--- src/gle_pkg.sv ---
package gle_pkg;

  localparam int DICT_ENTRIES_D  = 4096;
  localparam int HASH_SLOTS_D    = 8192;
  localparam int MAX_CODE_BITS_D = 12;

  localparam int          KEY_W    = 20;
  localparam int          PFX_W    = 12;
  localparam int          PIX_W    = 8;
  localparam int          ACC_W    = 20;
  localparam int          CNT_W    = 5;
  localparam int          CW_W     = 4;
  localparam int          TOP_W    = 16;
  localparam int          EPOCH_W  = 8;
  localparam int          CFG_W    = 16;
  localparam int          CFG_AW   = 2;
  localparam logic [31:0] GOLDEN   = 32'h9E37_79B9;

  localparam logic [CFG_AW-1:0] REG_CODE_SIZE  = 2'd0;
  localparam logic [CFG_AW-1:0] REG_CLEAR_AT   = 2'd1;
  localparam logic [CFG_AW-1:0] REG_LEAD_CLEAR = 2'd2;

  typedef enum logic [1:0] {
    SEL_PREFIX = 2'd0,
    SEL_CLEAR  = 2'd1,
    SEL_EOI    = 2'd2
  } code_sel_t;

  typedef struct packed {
    logic      latch;
    logic      start;
    logic      hash_mul;
    logic      hash_off;
    logic      slot_rd;
    logic      key_rd;
    logic      probe_next;
    logic      set_hit;
    logic      emit;
    code_sel_t sel;
    logic      drain;
    logic      drain_final;
    logic      update;
    logic      ins_slot;
    logic      clr_rst;
    logic      flush;
    logic      stream_end;
    logic      sweep_step;
  } dp_cmd_t;

  typedef struct packed {
    logic started;
    logic last;
    logic force_emit;
    logic lead;
    logic slot_empty;
    logic key_match;
    logic exhausted;
    logic top_at_clear;
    logic cnt_ge8;
    logic cnt_eq8;
    logic cnt_zero;
    logic out_free;
    logic epoch_wrap;
    logic sweep_done;
  } dp_stat_t;

endpackage

--- src/gle_ctrl.sv ---
module gle_ctrl (
  input  logic              clk,
  input  logic              rst_n,
  input  logic              in_tvalid,
  output logic              in_tready,
  input  gle_pkg::dp_stat_t stat,
  output gle_pkg::dp_cmd_t  cmd
);

  typedef enum logic [13:0] {
    ST_SWEEP   = 14'b00000000000001,
    ST_IDLE    = 14'b00000000000010,
    ST_START   = 14'b00000000000100,
    ST_HASH    = 14'b00000000001000,
    ST_OFFS    = 14'b00000000010000,
    ST_RDSLOT  = 14'b00000000100000,
    ST_CHKSLOT = 14'b00000001000000,
    ST_CHKKEY  = 14'b00000010000000,
    ST_EMIT    = 14'b00000100000000,
    ST_DRAIN   = 14'b00001000000000,
    ST_UPDATE  = 14'b00010000000000,
    ST_CLRRST  = 14'b00100000000000,
    ST_FLUSH   = 14'b01000000000000,
    ST_AFTER   = 14'b10000000000000
  } state_t;

  typedef enum logic [5:0] {
    PH_LEAD  = 6'b000001,
    PH_MISS  = 6'b000010,
    PH_CLR   = 6'b000100,
    PH_TAILP = 6'b001000,
    PH_TAILE = 6'b010000,
    PH_DONE  = 6'b100000
  } phase_t;

  state_t state_r, state_nxt;
  phase_t ph_r, ph_nxt, tail;
  logic   empty_r, empty_nxt;

  assign in_tready = (state_r == ST_IDLE);
  assign tail      = stat.last ? PH_TAILP : PH_DONE;

  always_comb begin
    state_nxt = state_r;
    ph_nxt    = ph_r;
    empty_nxt = empty_r;
    cmd       = '0;
    cmd.sel   = gle_pkg::SEL_PREFIX;
    cmd.ins_slot = empty_r;
    case (ph_r)
      PH_LEAD, PH_CLR: cmd.sel = gle_pkg::SEL_CLEAR;
      PH_TAILE:        cmd.sel = gle_pkg::SEL_EOI;
      default:         cmd.sel = gle_pkg::SEL_PREFIX;
    endcase
    case (state_r)
      ST_SWEEP: begin
        cmd.sweep_step = 1'b1;
        if (stat.sweep_done) state_nxt = ST_AFTER;
      end
      ST_IDLE: begin
        if (in_tvalid) begin
          cmd.latch = 1'b1;
          state_nxt = stat.started ? ST_HASH : ST_START;
        end
      end
      ST_START: begin
        cmd.start = 1'b1;
        ph_nxt    = stat.lead ? PH_LEAD : tail;
        state_nxt = stat.epoch_wrap ? ST_SWEEP : ST_AFTER;
      end
      ST_HASH: begin
        cmd.hash_mul = 1'b1;
        state_nxt    = ST_OFFS;
      end
      ST_OFFS: begin
        cmd.hash_off = 1'b1;
        state_nxt    = ST_RDSLOT;
      end
      ST_RDSLOT: begin
        cmd.slot_rd = 1'b1;
        state_nxt   = ST_CHKSLOT;
      end
      ST_CHKSLOT: begin
        if (stat.slot_empty) begin
          empty_nxt = 1'b1;
          ph_nxt    = PH_MISS;
          state_nxt = ST_EMIT;
        end else begin
          cmd.key_rd = 1'b1;
          state_nxt  = ST_CHKKEY;
        end
      end
      ST_CHKKEY: begin
        if (stat.key_match && !stat.force_emit) begin
          cmd.set_hit = 1'b1;
          ph_nxt      = tail;
          state_nxt   = ST_AFTER;
        end else if (stat.key_match || stat.exhausted) begin
          empty_nxt = 1'b0;
          ph_nxt    = PH_MISS;
          state_nxt = ST_EMIT;
        end else begin
          cmd.probe_next = 1'b1;
          state_nxt      = ST_RDSLOT;
        end
      end
      ST_EMIT: begin
        cmd.emit  = 1'b1;
        state_nxt = ST_DRAIN;
      end
      ST_DRAIN: begin
        if (stat.cnt_ge8) begin
          if (stat.out_free) begin
            cmd.drain       = 1'b1;
            cmd.drain_final = (ph_r == PH_TAILE) && stat.cnt_eq8;
          end
        end else begin
          case (ph_r)
            PH_LEAD: begin
              ph_nxt    = tail;
              state_nxt = ST_AFTER;
            end
            PH_MISS: begin
              if (stat.top_at_clear) begin
                ph_nxt    = PH_CLR;
                state_nxt = ST_EMIT;
              end else begin
                state_nxt = ST_UPDATE;
              end
            end
            PH_CLR:   state_nxt = ST_CLRRST;
            PH_TAILP: begin
              ph_nxt    = PH_TAILE;
              state_nxt = ST_EMIT;
            end
            PH_TAILE: state_nxt = ST_FLUSH;
            default:  state_nxt = ST_IDLE;
          endcase
        end
      end
      ST_UPDATE: begin
        cmd.update = 1'b1;
        ph_nxt     = tail;
        state_nxt  = ST_AFTER;
      end
      ST_CLRRST: begin
        cmd.clr_rst = 1'b1;
        ph_nxt      = tail;
        state_nxt   = stat.epoch_wrap ? ST_SWEEP : ST_AFTER;
      end
      ST_FLUSH: begin
        if (stat.cnt_zero) begin
          cmd.stream_end = 1'b1;
          state_nxt      = ST_IDLE;
        end else if (stat.out_free) begin
          cmd.flush      = 1'b1;
          cmd.stream_end = 1'b1;
          state_nxt      = ST_IDLE;
        end
      end
      ST_AFTER: begin
        state_nxt = (ph_r == PH_DONE) ? ST_IDLE : ST_EMIT;
      end
      default: state_nxt = ST_IDLE;
    endcase
  end

  always_ff @(posedge clk) begin
    if (!rst_n) begin
      state_r <= ST_SWEEP;
      ph_r    <= PH_DONE;
      empty_r <= 1'b0;
    end else begin
      state_r <= state_nxt;
      ph_r    <= ph_nxt;
      empty_r <= empty_nxt;
    end
  end

endmodule

--- config.mk ---
export PLATFORM = sky130hd
export DESIGN_NAME = gle_ctrl
export DESIGN_NICKNAME = d
export VERILOG_FILES = /design/src/gle_pkg.sv /design/src/gle_ctrl.sv
export SDC_FILE = /design/constraint.sdc
export NUM_CORES = 1
export LEC_CHECK = 0
export ABC_AREA = 1
export BUFFER_PORTS_ARGS = -buffer_cell sky130_fd_sc_hd__buf_2
export CORE_MARGIN = 2
export CORE_UTILIZATION = 50
export CTS_CLUSTER_DIAMETER = 200
export DETAILED_ROUTE_END_ITERATION = 12
export PLACE_DENSITY = 0.77
export SYNTH_ARGS = -nofsm -noshare
export SYNTH_HDL_FRONTEND = slang
export SYNTH_SLANG_ARGS = --single-unit
--- constraint.sdc ---
create_clock -name clk -period 2.73 [get_ports clk]
set_input_delay 0.546 -clock clk [delete_from_list [all_inputs] [get_ports clk]]
set_output_delay 0.546 -clock clk [all_outputs]
set_load 0.05 [all_outputs]
-- Word level (Yosys, flattened, before mapping)
Cells that the tools add are included.
W data, S select, Z words.
- output and inout port bits: 20
- flip-flop bits (word level): 21
- equality and inequality tests: 30
- reductions and logical operators: 12
- muxes and demuxes: 51
- operators by type and width (kind ; count):
    $pmux W14 S13 ; 1
    $mux W14 ; 7
    $pmux W14 S5 ; 1
    $mux W6 ; 7
    $pmux W6 S5 ; 1
    $mux W9 ; 3
    $mux W1 ; 20
    $pmux W6 S3 ; 1
    $eq A14 B1 Y1 const B ; 1
    $eq A14 B10 Y1 const B ; 1
    $eq A14 B11 Y1 const B ; 1
    $eq A14 B12 Y1 const B ; 1
    $eq A14 B13 Y1 const B ; 1
    $eq A14 B14 Y1 const B ; 1
    $eq A14 B2 Y1 const B ; 1
    $eq A14 B3 Y1 const B ; 1
    $eq A14 B4 Y1 const B ; 1
    $eq A14 B5 Y1 const B ; 1
    $eq A14 B6 Y1 const B ; 1
    $eq A14 B7 Y1 const B ; 1
    $eq A14 B8 Y1 const B ; 1
    $eq A14 B9 Y1 const B ; 1
    $mux W2 ; 6
    $ne A2 B2 Y1 const B ; 6
    other kinds (20) ; 26

-- Longest topological paths before layout
- depth in word-level cells: 5
- mapped depth: 13
- gate-level depth less buffers: 13

-- Worst setup path after synthesis
Ideal clock, no wire load.
- kind: register to output
- start point: register state_r[2]
- end point: output cmd[6] (netlist name)
- buffers on the path: 0
- arrival time: 2.226 ns
- stages on the path, launching flop included: 9
- setup slack: -0.042 ns
- cells stage by stage: dfxtp_1 -> nor2_2 -> nand2_4 -> nor2_8 -> nand2_4 -> clkinv_2 -> nand2_4 -> nor2_1 -> and3_1
- RTL lines (what ; RTL line ; RTL):
    from (decl) ; gle_ctrl.sv:36 ; state_t state_r, state_nxt;
    from (signal assigned) ; gle_ctrl.sv:174 ; state_r <= state_nxt;
    to (decl) ; gle_ctrl.sv:7 ; output gle_pkg::dp_cmd_t cmd

==> qor.yml <==
outcome:
  status: "completed"
route:
  first_pass_iters: 4
  via_per_inst: 5.09
  drt-initial-drc-count: 122
  antenna_left: 0
  routed_wl_um: 4170
  drc: 0
  vias: 1811
  wl_per_cell_um: 11.7
pwr:
  switching_share_pct: 40.2
  intPower_uw: 458
  clockPowerShare_pct: 20.2
  p_leak_nw: 1.15
  finalPower_uw: 766
  powerDensity_mw_per_mm2: 402
  peakVddDrop_mv: 0.299
  p_seq_share_pct: 43.2
  p_comb_share_pct: 36.7
  switchingPower_uw: 308
sta:
  rsz0062_at_grt: "no"
  skew_ns: 0.00331
  setup_viol: 0
  period_minus_slack_ns: 2.55
  drv_slew: 0
  fin_setup_tns_ns: 0
  hold_slack_ns: 0.468
  slew_headroom_pct: 70.8
  fmax_mhz: 393
  fin_ws_ns: 0.182
  worstMarginPinSlew_ns: 0.437
  final_hold_viol_count: 0
  finalCritPeriodShare_pct: 93.3
finish:
  seq_area_um2: 420
  multi_input_area_mm2: 0.00103
  antenna_cells: 0
  most-common-layout-cells: "inv_1, nand2_1, nor2_1"
  drive_gt1_share_pct: 25.3
  fin_area_mm2: 0.00191
  fillers: 325
  syn_to_final_growth_pct: 14.1
  fin_nets: 330
cts:
  cts_max_level: 1
  numCtsBuffers: 3
  ctsHoldBuffers: 0
  cts.path.max_buffers: 2
  cts_setup_buffers: 0
  clock_sinks: 21
  cts_resized: 0
  clock_latency_ns: 0.31
  cts_root_buffer: "clkbuf_4"
  cts_tree: "yes"
  path_clk_slew_ns: 0.12
placement:
  post-dp-hpwl_um: 3500
  dp_slack_ns: 0.525
  portBuffers: 36
  placed_area_mm2: 0.00188
  place_congestion: 0.939
worst_setup_path:
  cp-start-kind: "flop"
  startpoint: "state_r[4]$_SDFFE_PN0P_"
  worstSetupEndpointType: "output port"
  crit_type: "reg2out"
  worstPathArrival_ns: 2.00
  r2r_start: "state_r[4]$_SDFFE_PN0P_"
  timing.critical_path.required_ns: 2.18
  critPathMaxFanout: 11
  r2r_cells: 12
synth:
  yosys.area_share.adder_pct: 0
  yosysSeqAreaShare_pct: 25.2
  synth_xor_area_share_pct: 0
  synth_top_family_by_area: "simple AND/OR/NAND/NOR gates"
  synth_area_leaders: "dfxtp_1, inv_1, nand2_1, nor2_1, nand3_1"
  ys_types: 26
  ys_ff_latch: 21
  synthMuxAreaShare_pct: 0
  syn_nets: 293
  yosys.area_share.simple_pct: 56.0
  synth.avg_cell_area_um2: 6.05
  netlist_instances: 276
  yosysWarnings: 0
  syn_area_mm2: 0.00167
  synth.largest_area_cell: "dfxtp_1"
  synth_top_area_share_pct: 25.2
  synth_compound_area_share_pct: 5.54
global_routing:
  grt_pass1_vias: 1595
  track_usage_pct: 24.1
  grt_pass1_wl_um: 6890
  antenna_found_initial: 0
  grt_max_degree: 13
  gr-total-overflow: 0
min_path:
  whs_path_depth: 2
  hold_start: "empty_r$_SDFFE_PN0P_"
  hp-class: "reg2reg"
floorplan:
  die_h_um: 61.8
  ioPinCount: 37
  row_count: 20
  initial_core_util_pct: 53.4
  die_area_mm2: 0.00382
  die_w_um: 61.8
  core_mm2: 0.00313
job:
  drv_cap: 0
## worst paths after layout
kind | endpoint | slack [ns]
max reg2reg | state_r[8]$_SDFFE_PN0P_ | 0.91
min | empty_r$_SDFFE_PN0P_ | 0.47
min reg2reg | empty_r$_SDFFE_PN0P_ | 0.47
max | cmd[6] | 0.18
## power by group through the flow
stage | clock, mW | combinational [mW] | sequential, mW
after global routing | 0.167 | 0.312 | 0.332
after CTS | 0.156 | 0.279 | 0.330
final | 0.154 | 0.281 | 0.331
after detailed placement | 0 | 0.278 | 0.337
after global placement | 0 | 0.276 | 0.337
after floorplan | 0 | 0.216 | 0.336
## cells in the mapped netlist
cell type  instances
a21oi_1            8
a21oi_2            2
and2_1             1
and3_1             1
buf_2              2
buf_4              1
buf_6              1
clkinv_2           2
dfxtp_1           21
inv_1             47
inv_2              2
nand2_1           47
nand2_2            9
nand2_4            5
nand3_1           26
nand3_2            5
nand3b_1           2
nand4_1            9
nor2_1            47
nor2_2            11
nor2_8             2
nor3_1            14
nor3b_1            1
nor4_1             2
o21ai_0            7
or2_2              1
## state kept, by name, indices dropped and copies added (netlist names)
name,cells
state_r,14
ph_r,6
empty_r,1
## worst max-delay path: stages, from the launching register on
cell	delay, ns
dfxtp_1	0.34
nor2_2	0.20
nand2_4	0.11
nor2_8	0.20
nand2_4	0.15
clkinv_2	0.13
nand2_4	0.08
nor2_2	0.09
and3_1	0.14
buf_2	0.25
## through the flow
step	util, %	cells
finish	60.9	356
global route	60.9	356
CTS	60.9	356
detailed placement	60.1	352
global placement	60.1	352
floorplan	-	276
## routing by layer
layer | track usage (%) | up-vias | part of all wire (%) | wire length (um)
met2 | 39.8 | 62 | 46 | 1910
met5 | 0 | - | 0 | 0
met4 | 4.86 | 0 | 0.82 | 34
met1 | 33.5 | 796 | 47 | 1950
met3 | 3.52 | 6 | 6.6 | 274
li1 | - | 947 | - | -
## area by class of cell
cell class	count	area share (%)
Multi-Input combinational cell	200	54.0
Timing Repair Buffer	36	9.46
Clock buffer	4	1.38
Sequential cell	21	22.1
Tap cell	44	2.89
Inverter	51	10.2
## logic make-up after synthesis
kind of cell    Yosys count
buf+inv                  55
simple gates            183
compound gates           17
flops                    21
(Power assumes the default switching activity.)
